<file path="src/rtl/ttip_pkg.sv">
// ----------------------------------------------------------------------------
// ttip_pkg
// shared types and constants for the text to integer parser
// ----------------------------------------------------------------------------
package ttip_pkg;

  // character codes
  localparam logic [7:0] ChMinus   = 8'h2D;
  localparam logic [7:0] ChZero    = 8'h30;
  localparam logic [7:0] ChNine    = 8'h39;
  localparam logic [7:0] ChUpperA  = 8'h41;
  localparam logic [7:0] ChUpperZ  = 8'h5A;
  localparam logic [7:0] ChLowerA  = 8'h61;
  localparam logic [7:0] ChLowerZ  = 8'h7A;
  localparam logic [7:0] ChLowerX  = 8'h78;
  localparam logic [7:0] ChUpperX  = 8'h58;
  localparam logic [7:0] ChSpace   = 8'h20;
  localparam logic [7:0] ChTab     = 8'h09;
  localparam logic [7:0] ChCr      = 8'h0D;

  // bases
  localparam logic [5:0] BaseAuto  = 6'd0;
  localparam logic [5:0] BaseOct   = 6'd8;
  localparam logic [5:0] BaseDec   = 6'd10;
  localparam logic [5:0] BaseHex   = 6'd16;
  localparam logic [5:0] BaseMax   = 6'd36;
  localparam logic [5:0] RadixReset = 6'd10;

  // digit code for a byte that is no digit at all
  localparam logic [5:0] NoDigit   = 6'd63;

  localparam logic [62:0] MagMax   = {63{1'b1}};

  // fifo between classifier and parser
  localparam int QueueDepth = 2;

  // one classified byte
  typedef struct packed {
    logic       blank;
    logic       minus;
    logic       zero;
    logic       ex;
    logic [5:0] digit;
    logic       last;
  } ttip_item_t;

  // saturating increment of a position or count
  function automatic logic [15:0] bump(input logic [15:0] v, input logic [15:0] lim);
    bump = (v < lim) ? v + 16'd1 : v;
  endfunction

endpackage

</file>
<file path="src/rtl/text_to_integer_parser.sv">
// ----------------------------------------------------------------------------
// text_to_integer_parser
// streaming strtol-style integer parse, one text byte per beat
// ----------------------------------------------------------------------------
// Input beats carry text_byte and final_byte on in_valid/in_ready. Leading
// whitespace is skipped, an optional minus is taken, and digits of the
// configured radix (0 selects octal, hex or decimal from the prefix) are
// accumulated up to the first non-digit. On the beat marked final_byte one
// result beat leaves on out_valid/out_ready with the value, span and flags.
// The radix register is written through cfg_valid/cfg_ready/radix, which is
// always ready; it is sampled at the first non-blank byte of each text.
// Throughput is one byte per cycle, barring a final byte held for out_ready:
// the parser applies one 63x6 multiply and add per byte. A byte is classified
// on entry and sits in a two-entry fifo; the last byte's pop loads the result.
// While a result waits on out_ready, bytes of the next text keep flowing
// until that text's final byte reaches the head of the fifo.
// Reset (rst, synchronous) empties the fifo, drops any pending result,
// clears the parse state and sets the radix to 10.
// ----------------------------------------------------------------------------
module text_to_integer_parser import ttip_pkg::*; #(
  parameter longint unsigned MAX_TEXT_LENGTH = 65536
) (
  input  logic               clk,
  input  logic               rst,
  input  logic               cfg_valid,
  output logic               cfg_ready,
  input  logic [5:0]         radix,
  input  logic               in_valid,
  output logic               in_ready,
  input  logic [7:0]         text_byte,
  input  logic               final_byte,
  output logic               out_valid,
  input  logic               out_ready,
  output logic signed [63:0] parsed_value,
  output logic [15:0]        span_start,
  output logic [15:0]        span_length,
  output logic               span_found,
  output logic               overflowed
);

  logic [5:0]  radix_reg;
  ttip_item_t  in_item;
  ttip_item_t  head_item;
  logic        q_full, q_empty, q_pop;

  // radix register
  assign cfg_ready = 1'b1;
  always_ff @(posedge clk) begin
    if (rst) begin
      radix_reg <= RadixReset;
    end else if (cfg_valid) begin
      radix_reg <= radix;
    end
  end

  assign in_ready = !q_full;

  // byte classifier
  ttip_front u_front (
    .text_byte  (text_byte),
    .final_byte (final_byte),
    .item       (in_item)
  );

  // decoupling fifo
  ttip_queue u_queue (
    .clk       (clk),
    .rst       (rst),
    .push      (in_valid && !q_full),
    .push_data (in_item),
    .full      (q_full),
    .pop       (q_pop),
    .pop_data  (head_item),
    .empty     (q_empty)
  );

  // parse sequencer
  ttip_back #(
    .MAX_TEXT_LENGTH (MAX_TEXT_LENGTH)
  ) u_back (
    .clk          (clk),
    .rst          (rst),
    .radix        (radix_reg),
    .item_avail   (!q_empty),
    .item         (head_item),
    .item_pop     (q_pop),
    .out_valid    (out_valid),
    .out_ready    (out_ready),
    .parsed_value (parsed_value),
    .span_start   (span_start),
    .span_length  (span_length),
    .span_found   (span_found),
    .overflowed   (overflowed)
  );

endmodule

</file>
<file path="src/rtl/ttip_front.sv">
// ----------------------------------------------------------------------------
// ttip_front
// classifies each text byte: whitespace, sign, prefix characters, digit value
// ----------------------------------------------------------------------------
module ttip_front import ttip_pkg::*; (
  input  logic [7:0] text_byte,
  input  logic       final_byte,
  output ttip_item_t item
);

  logic [5:0] digit;

  // digit value over 0-9, a-z, A-Z
  always_comb begin
    digit = NoDigit;
    if (text_byte >= ChZero && text_byte <= ChNine) begin
      digit = 6'(text_byte - ChZero);
    end else if (text_byte >= ChUpperA && text_byte <= ChUpperZ) begin
      digit = 6'(text_byte - ChUpperA) + BaseDec;
    end else if (text_byte >= ChLowerA && text_byte <= ChLowerZ) begin
      digit = 6'(text_byte - ChLowerA) + BaseDec;
    end
  end

  // character class flags
  assign item.blank = (text_byte == ChSpace) || (text_byte >= ChTab && text_byte <= ChCr);
  assign item.minus = (text_byte == ChMinus);
  assign item.zero  = (text_byte == ChZero);
  assign item.ex    = (text_byte == ChLowerX) || (text_byte == ChUpperX);
  assign item.digit = digit;
  assign item.last  = final_byte;

endmodule

</file>
<file path="src/rtl/ttip_queue.sv">
// ----------------------------------------------------------------------------
// ttip_queue
// short fifo of classified bytes between classifier and parser
// ----------------------------------------------------------------------------
module ttip_queue import ttip_pkg::*; (
  input  logic       clk,
  input  logic       rst,
  input  logic       push,
  input  ttip_item_t push_data,
  output logic       full,
  input  logic       pop,
  output ttip_item_t pop_data,
  output logic       empty
);

  localparam int PtrW = (QueueDepth > 1) ? $clog2(QueueDepth) : 1;
  localparam int CntW = $clog2(QueueDepth + 1);

  ttip_item_t            slots [QueueDepth];
  logic [PtrW-1:0]       wr_ptr;
  logic [PtrW-1:0]       rd_ptr;
  logic [CntW-1:0]       count;

  assign full     = (count == CntW'(QueueDepth));
  assign empty    = (count == '0);
  assign pop_data = slots[rd_ptr];

  // pointers and fill count
  always_ff @(posedge clk) begin
    if (rst) begin
      wr_ptr <= '0;
      rd_ptr <= '0;
      count  <= '0;
    end else begin
      if (push) begin
        wr_ptr <= (wr_ptr == PtrW'(QueueDepth - 1)) ? '0 : wr_ptr + PtrW'(1);
      end
      if (pop) begin
        rd_ptr <= (rd_ptr == PtrW'(QueueDepth - 1)) ? '0 : rd_ptr + PtrW'(1);
      end
      if (push && !pop) begin
        count <= count + CntW'(1);
      end else if (pop && !push) begin
        count <= count - CntW'(1);
      end
    end
  end

  // payload slots
  always_ff @(posedge clk) begin
    if (push) begin
      slots[wr_ptr] <= push_data;
    end
  end

endmodule

</file>
<file path="src/rtl/ttip_back.sv">
// ----------------------------------------------------------------------------
// ttip_back
// parse sequencer: sign, base prefix, digit accumulation, result register
// ----------------------------------------------------------------------------
module ttip_back import ttip_pkg::*; #(
  parameter longint unsigned MAX_TEXT_LENGTH = 65536
) (
  input  logic              clk,
  input  logic              rst,
  input  logic [5:0]        radix,
  input  logic              item_avail,
  input  ttip_item_t        item,
  output logic              item_pop,
  output logic              out_valid,
  input  logic              out_ready,
  output logic signed [63:0] parsed_value,
  output logic [15:0]       span_start,
  output logic [15:0]       span_length,
  output logic              span_found,
  output logic              overflowed
);

  localparam logic [15:0] CountLimit =
    ((MAX_TEXT_LENGTH - 1) > 65535) ? 16'hFFFF : 16'(MAX_TEXT_LENGTH - 1);

  typedef enum logic [2:0] {
    PH_SPACE, PH_BASE, PH_ZERO, PH_DIGITS, PH_DONE, PH_BAD
  } phase_t;

  phase_t      phase, phase_next;
  logic [62:0] acc, acc_next;
  logic        neg, neg_next;
  logic [5:0]  base, base_next;
  logic [15:0] pos;
  logic [15:0] start, start_next;
  logic [15:0] cnt, cnt_next;
  logic        sat, sat_next;

  logic        go_base, go_digits;
  logic [68:0] prod;
  logic [68:0] sum;
  logic        found;

  // a last byte needs the result register free
  assign item_pop = item_avail && (!item.last || !out_valid || out_ready);

  // next parse state for the byte at the head of the queue
  always_comb begin
    phase_next = phase;
    acc_next   = acc;
    neg_next   = neg;
    base_next  = base;
    start_next = start;
    cnt_next   = cnt;
    sat_next   = sat;
    go_base    = 1'b0;
    go_digits  = 1'b0;
    prod       = '0;
    sum        = '0;

    unique case (phase)
      PH_SPACE: begin
        if (!item.blank) begin
          start_next = pos;
          base_next  = radix;
          if (radix > BaseMax) begin
            phase_next = PH_BAD;
          end else begin
            phase_next = PH_BASE;
            if (item.minus) begin
              neg_next = 1'b1;
              cnt_next = bump(cnt, CountLimit);
            end else begin
              go_base = 1'b1;
            end
          end
        end
      end
      PH_BASE: go_base = 1'b1;
      PH_ZERO: begin
        phase_next = PH_DIGITS;
        if (item.ex) begin
          cnt_next  = bump(cnt, CountLimit);
          base_next = BaseHex;
        end else begin
          go_digits = 1'b1;
        end
      end
      PH_DIGITS: go_digits = 1'b1;
      PH_DONE, PH_BAD: ;
      default: ;
    endcase

    // automatic base: leading zero means octal or a hex prefix
    if (go_base) begin
      if (base_next == BaseAuto && item.zero) begin
        cnt_next   = bump(cnt_next, CountLimit);
        base_next  = BaseOct;
        phase_next = PH_ZERO;
      end else begin
        if (base_next == BaseAuto) begin
          base_next = BaseDec;
        end
        phase_next = PH_DIGITS;
        go_digits  = 1'b1;
      end
    end

    // digit step: acc * base + digit, saturate past the magnitude limit
    if (go_digits) begin
      prod = 69'(acc) * 69'(base_next);
      sum  = prod + 69'(item.digit);
      if (item.digit >= base_next) begin
        phase_next = PH_DONE;
      end else if (sum > 69'(MagMax)) begin
        acc_next   = MagMax;
        sat_next   = 1'b1;
        phase_next = PH_DONE;
      end else begin
        acc_next = sum[62:0];
        cnt_next = bump(cnt_next, CountLimit);
      end
    end

    found = (phase_next != PH_SPACE) && (phase_next != PH_BAD) &&
            (cnt_next > {15'd0, neg_next});
  end

  // parse state and result register
  always_ff @(posedge clk) begin
    if (rst) begin
      phase     <= PH_SPACE;
      acc       <= '0;
      neg       <= 1'b0;
      base      <= '0;
      pos       <= '0;
      start     <= '0;
      cnt       <= '0;
      sat       <= 1'b0;
      out_valid <= 1'b0;
    end else begin
      // result held until taken, reloaded by a last byte
      out_valid <= (out_valid && !out_ready) || (item_pop && item.last);
      if (item_pop) begin
        if (item.last) begin
          span_found   <= found;
          parsed_value <= !found ? '0 :
                          neg_next ? 64'sd0 - $signed({1'b0, acc_next}) :
                                     $signed({1'b0, acc_next});
          span_start   <= found ? start_next : '0;
          span_length  <= found ? cnt_next : '0;
          overflowed   <= found && sat_next;
          phase <= PH_SPACE;
          acc   <= '0;
          neg   <= 1'b0;
          base  <= '0;
          pos   <= '0;
          start <= '0;
          cnt   <= '0;
          sat   <= 1'b0;
        end else begin
          phase <= phase_next;
          acc   <= acc_next;
          neg   <= neg_next;
          base  <= base_next;
          pos   <= bump(pos, CountLimit);
          start <= start_next;
          cnt   <= cnt_next;
          sat   <= sat_next;
        end
      end
    end
  end

endmodule
</file>
<file path="config.mk">
export PLATFORM = sky130hd
export DESIGN_NAME = text_to_integer_parser
export DESIGN_NICKNAME = d
export VERILOG_FILES = /design/src/rtl/ttip_pkg.sv /design/src/rtl/text_to_integer_parser.sv /design/src/rtl/ttip_front.sv /design/src/rtl/ttip_queue.sv /design/src/rtl/ttip_back.sv
export SDC_FILE = /design/constraint.sdc
export NUM_CORES = 2
export LEC_CHECK = 0
export BUFFER_PORTS_ARGS = -buffer_cell sky130_fd_sc_hd__buf_2
export CORE_MARGIN = 5
export CORE_UTILIZATION = 40
export CTS_BUF_LIST = sky130_fd_sc_hd__clkbuf_8
export DETAILED_ROUTE_END_ITERATION = 6
export PLACE_DENSITY = 0.55
export SYNTH_ARGS = -nofsm -noshare
export SYNTH_HDL_FRONTEND = slang
export SYNTH_SLANG_ARGS = --single-unit
export TNS_END_PERCENT = 10
</file>
<file path="constraint.sdc">
create_clock -name clk -period 20.9 [get_ports clk]
set_clock_uncertainty 0.05 [all_clocks]
set_input_delay 2.09 -clock clk [delete_from_list [all_inputs] [get_ports clk]]
set_output_delay 2.09 -clock clk [all_outputs]
set_load 0.05 [all_outputs]
</file>
# ---- Word level (Yosys, flattened, before mapping)
# Memories as Yosys holds them, arrays and structs flattened. A register that Yosys moved wholly into a read port is not among the register bits.
# Index checks and enable logic that the tools add are counted.
dict set report op_classes {
  addsub 15
  mul 1
  magnitude_cmp 16
  eq_ne 10
  muxes 68
  n_bitwise 1
  reduce_logical 35
}
# operator count
set op_table {}
lappend op_table {{63-bit 2-to-1 mux} 5}
lappend op_table {{16-bit 2-to-1 mux} 18}
lappend op_table {{69-bit by 6-bit adder with 69-bit output} 1}
lappend op_table {{69-bit by 63-bit > comparator with 1-bit output (second input constant)} 1}
lappend op_table {{63-bit by 6-bit multiplier with 69-bit output} 1}
lappend op_table {{16-bit by 1-bit adder with 16-bit output (second input constant)} 4}
lappend op_table {{16-bit < comparator (second input constant)} 4}
lappend op_table {{1-bit by 63-bit subtractor with 64-bit output (first input constant)} 1}
lappend op_table {{6-bit 2-to-1 mux} 9}
lappend op_table {{16-bit case mux with 2 select lines} 1}
lappend op_table {{8-bit by 6-bit equality test with 1-bit output (second input constant)} 3}
lappend op_table {{1-bit 2-to-1 mux} 22}
lappend op_table {{3-bit 2-to-1 mux} 7}
lappend op_table {{8-bit by 7-bit equality test with 1-bit output (second input constant)} 2}
lappend op_table {{8-bit by 7-bit >= comparator with 1-bit output (second input constant)} 2}
lappend op_table {{16-bit by 1-bit > comparator with 1-bit output} 1}
lappend op_table {{8-bit by 7-bit <= comparator with 1-bit output (second input constant)} 2}
lappend op_table {{1-bit logical AND} 14}
lappend op_table {{6-bit by 4-bit adder with 6-bit output (second input constant)} 2}
lappend op_table {{6-bit case mux with 2 select lines} 1}
lappend op_table {{6-bit subtractor (second input constant)} 2}
lappend op_table {{8-bit by 4-bit >= comparator with 1-bit output (second input constant)} 1}
lappend op_table {{8-bit by 6-bit >= comparator with 1-bit output (second input constant)} 1}
lappend op_table {{8-bit by 4-bit <= comparator with 1-bit output (second input constant)} 1}
lappend op_table {{24 further kinds} 40}
dict set report word_totals {
  reg_bits 231
  ram_bits 22
  word_cells 166
  mem_count 1
}
# memory depth width rd rd_ports_with_merged_regs wr line_no
set mem_list {}
lappend mem_list {u_queue.slots 2 11 1 1 1 ttip_queue.sv:19} ;# ttip_item_t slots [QueueDepth];

# ---- Longest topological paths before layout
dict set report logic_depth {
  word_depth 18
  ltp_mapped 42
  depth_no_buf 34
}

# ---- Cells and area by module
# From an unflattened synthesis, not the netlist that was laid out.
dict set report unflattened {
  cells_unflattened 3254
  area_unflattened_um2 28466.1
}
# module instances cells_each area_each_um2 seq_area_each_um2
set modules_own_cells {}
lappend modules_own_cells {ttip_back 1 3107 26713.1 5405.2}
lappend modules_own_cells {ttip_queue 1 56 997.2 760.7}
lappend modules_own_cells {ttip_front 1 67 509.2 0.0}
lappend modules_own_cells {text_to_integer_parser 1 24 246.5 120.1}

# ---- Worst setup path before layout
# Ideal clock, no wire load.
dict set report synth_timing {
  path_type {register to register}
  startpoint {reg u_back.phase[2]}
  endpoint {reg u_back.parsed_value[54] (data pin)}
  t_arrival_ns 9.887
  t_required_ns 20.596
  setup_slack_ns 10.709
  stages_incl_launch_ff 41
  path_buffers 8
  cell_sequence {dfxtp_1 buf_2 nor3_2 and2_0 clkbuf_1 nor2_1 a222oi_1 clkbuf_1 buf_1 nand2b_1 fa_1 fa_1 inv_1 fa_1 inv_1 fa_1 inv_1 ha_1 [... 5 more ...] or3_1 a211oi_1 nand4_1 clkbuf_1 buf_1 clkbuf_1 buf_1 o22ai_1 ha_1 o21ai_0 nor2_1 o21ai_0 nor4b_2 and4b_1 o2111ai_2 o41ai_1 xor2_1 nor2_1}
}
dict set report synth_between {
  elab_chain_cells 15
}
# item line_no
set synth_rtl {}
lappend synth_rtl {{from (decl)} ttip_back.sv:30} ;# phase_t phase, phase_next;
lappend synth_rtl {{from (signal assigned)} ttip_back.sv:162} ;# phase <= phase_next;
lappend synth_rtl {{parallel branches: the longest is 15 deep, another holds 63-bit by 6-bit multiplier with 69-bit output} n/a}
lappend synth_rtl {{to (signal assigned)} ttip_back.sv:147} ;# parsed_value <= !found ? '0 :
lappend synth_rtl {{to (decl)} ttip_back.sv:16} ;# output logic signed [63:0] parsed_value,
# Parallel ways; which one is timed is not known.
# A chain may end at the register's enable or synchronous reset.

==> metrics.csv <==
metric,value,unit
syn2layout_area_growth,7.773,%
switching_share,0.5347,
synth_cells,3222,
setup_ws,8.674,ns
grt_pass1_vias,24383,
synth-edff-count,120,
htreeDepth,2,
fp.dieW,274.2,µm
setup_viol,0,
timing.max_cap.violations,0,
cts-hold-fix-buffers,0,
ys_seq_elements,254,
die-area,75200,µm²
ys_types,98,
drc,0,
holdWs,0.4364,ns
cts_setup_buffers,0,
pwr-share-seq,0.224,
cts_buffers,50,
combPwrFrac,0.589,
cts_resized,0,
dpl-instance-area,29010,µm²
vias,24445,
drive_gt1_frac,0.08650,
p_leak,13.01,nW
peakVddDrop,0.0001345,V
fillers,6888,
grtUsageTotal,0.2400,
ios,121,
critPathSlowestCell,and2_0,
place.gp.congestion,0.9235,
ant_nets,0,
clkPwrFrac,0.187,
reg_top3,"u_back.parsed_value x64, u_back.acc x63, u_queue.slots x22",
gr-total-overflow,0,
routed_wire_length_per_instance,22.08,µm
internal_power,0.001371,W
syn_avg_cell_area,8.668,µm²
drv_slew,0,
endpoint_kind,register,
stdcell_area,30100,µm²
syn_area,27930,µm²
grt_pass1_wl,143.9,mm
synth_seq_area_share,0.2251,
finalCritPeriodShare,0.5850,
async_reset_ff_frac,0,
clockBufferDepth,3,
syn_nets,3656,
clock_latency,0.67,ns
hold_class,register to register,
cp_common_cell,fa_1,
critPathLaunchType,register,
p_sw,0.001576,W
first_pass_iters,6,
outcome,"finished, final reports clean",
reg2regPathDepth,35,
cts_sinks,254,
rows,96,
cts_root_buffer,clkbuf_8,
min_path_cells,2,
required,21.22,ns
drt_iter0_markers,1717,
max_slew_margin,0.1914,
antenna_found_initial,1,
crit_type,register to register,
portBuffers,119,
cts_tree,done,
pre_cts_ws,8.792,ns
crit_fanout,65,
vias_per_cell,5.864,
grt_start_max_net_pins,84,
rsz0062_at_grt,no,
regMostFlops,u_back.parsed_value,
power.density,97.93,nW/µm²
nets,3629,
initial_core_util,0.4051,
synthFlopType,dfxtp_1,
instances_no_fill,4169,
core,68950,µm²
final.min_clock_period,12.23,ns
die_y,274.2,µm
yosysWarnings,0,
regArea,6286,µm²
timing_hold_violations_final,0,
dp.cells,4074,
slowest_delay,1.00,ns
largest_register_ffs,64,
clkTransAtPathRegs,0.06,ns
fmax,81.79,MHz
worstMarginPinSlew,1.212,ns
wl,92.04,mm
multi_input_area,20420,µm²
hpwl,68.72,mm
tns,0,ns
worstPathArrival,12.55,ns
-- synthesized netlist by cell type, types with 11 or more instances --
cell type	instances	area [µm²]
o22a_1	21	183.9
o21bai_1	19	142.6
xnor2_1	82	718.2
o211ai_1	16	120.1
and4_1	22	192.7
inv_1	90	337.8
o21ai_0	106	530.5
or4_1	11	82.58
nand4_1	56	350.3
a31oi_1	32	200.2
a22oi_1	74	555.5
o31ai_1	24	180.2
nor3_1	55	275.3
a21oi_1	219	1096
nand2b_1	18	112.6
dfxtp_1	134	2683
a21o_1	34	255.2
nor4_1	21	131.4
a211oi_1	19	142.6
and3_1	24	150.1
ha_1	166	2077
or2_2	14	87.58
clkbuf_1	176	660.6
fa_1	248	4965
nand3_1	53	265.3
mux2i_1	16	160.2
edfxtp_1	120	3603
nor2_1	376	1411
o22ai_1	22	137.6
o21a_1	22	165.2
nand2_1	215	807.0
xor2_1	78	683.2
or3_1	25	156.4
nor2b_1	70	437.9
and2_1	330	2064
buf_1	22	82.58
-- final cells by class --
class / instances / area share
tap: 931 / 0.03870
inverter: 92 / 0.01147
timing repair buffer: 145 / 0.02636
clock inverter: 36 / 0.009519
multi-input combinational: 2652 / 0.6785
antenna: 1 / 0.00008314
clock buffer: 58 / 0.02652
sequential: 254 / 0.2088
-- critical path: cells and delay by family (launching register included) --
kind / cells / cell delay, ns
AO/OA/AOI/OAI: 12 / 3.52
AND/OR/NAND/NOR: 9 / 2.73
buffers and inverters: 6 / 1.50
XOR/XNOR: 1 / 0.18
multiplexers: 1 / 0.50
flip-flops: 1 / 0.71
adder cells (fa/ha/maj): 6 / 2.67
-- cell families (layout without fill, tap and decap cells) --
family / Yosys count / in the layout / share of synthesized area
adders and majority gates: 414 / 414 / 0.2521
other: 1 / 2 / 0.0001343
AOI/OAI and AO/OA: 718 / 718 / 0.1691
and+or+nand+nor: 1334 / 1334 / 0.2481
DFF: 254 / 254 / 0.2251
muxes: 25 / 25 / 0.009453
xor gates and xnor gates: 160 / 160 / 0.05018
buffers and inverters: 316 / 331 / 0.04579
-- power by group through the flow --
stage,clock [W],sequential (W),combinational (W)
floorplan,0,0.000742,0.00110
finish,0.000550,0.000661,0.00174
detailed placement,0,0.000670,0.00171
global route,0.000588,0.000668,0.00187
CTS,0.000570,0.000660,0.00172
global placement,0,0.000670,0.00169
-- per-layer routing --
layer	part of all wire	routed length (µm)	global-route usage	up-vias
met5	0	0	0	-
met4	0.028	2551	0.06491	0
met3	0.060	5512	0.03710	151
met2	0.47	42860	0.3916	819
met1	0.45	41120	0.3333	12224
li1	-	-	-	11251
-- worst paths after layout --
kind	slack [ns]	end	start
setup reg to reg	8.67	u_back.parsed_value[54]	register
hold reg to reg	0.44	u_back.sat	u_back.sat
hold / removal	0.44	u_back.sat	u_back.sat
setup / recovery	8.67	u_back.parsed_value[54]	register
-- cells in the final DEF (no fill, tap or decap), types with 25 or more instances in the layout --
cell      count
dfxtp_1     134
inv_1       105
ha_1        166
or3_1        25
nor2b_1      70
a21oi_1     219
a31oi_1      32
xnor2_1      82
nand2_1     215
clkbuf_8     58
and2_1      330
o21ai_0     106
nor2_1      373
a22oi_1      74
nand3_1      52
edfxtp_1    120
nand4_1      56
buf_2       118
xor2_1       78
nor3_1       55
buf_4        27
a21o_1       34
fa_1        248
-- per-stage QoR --
step,power (W),util
6_report,0.002948,0.4366
5_1_grt,0.003125,0.4366
4_1_cts,0.002953,0.4365
3_5_place_dp,0.002382,0.4208
3_3_place_gp,0.002364,0.4208
2_1_floorplan,0.001840,-
Power figures use the tool's default switching activity.
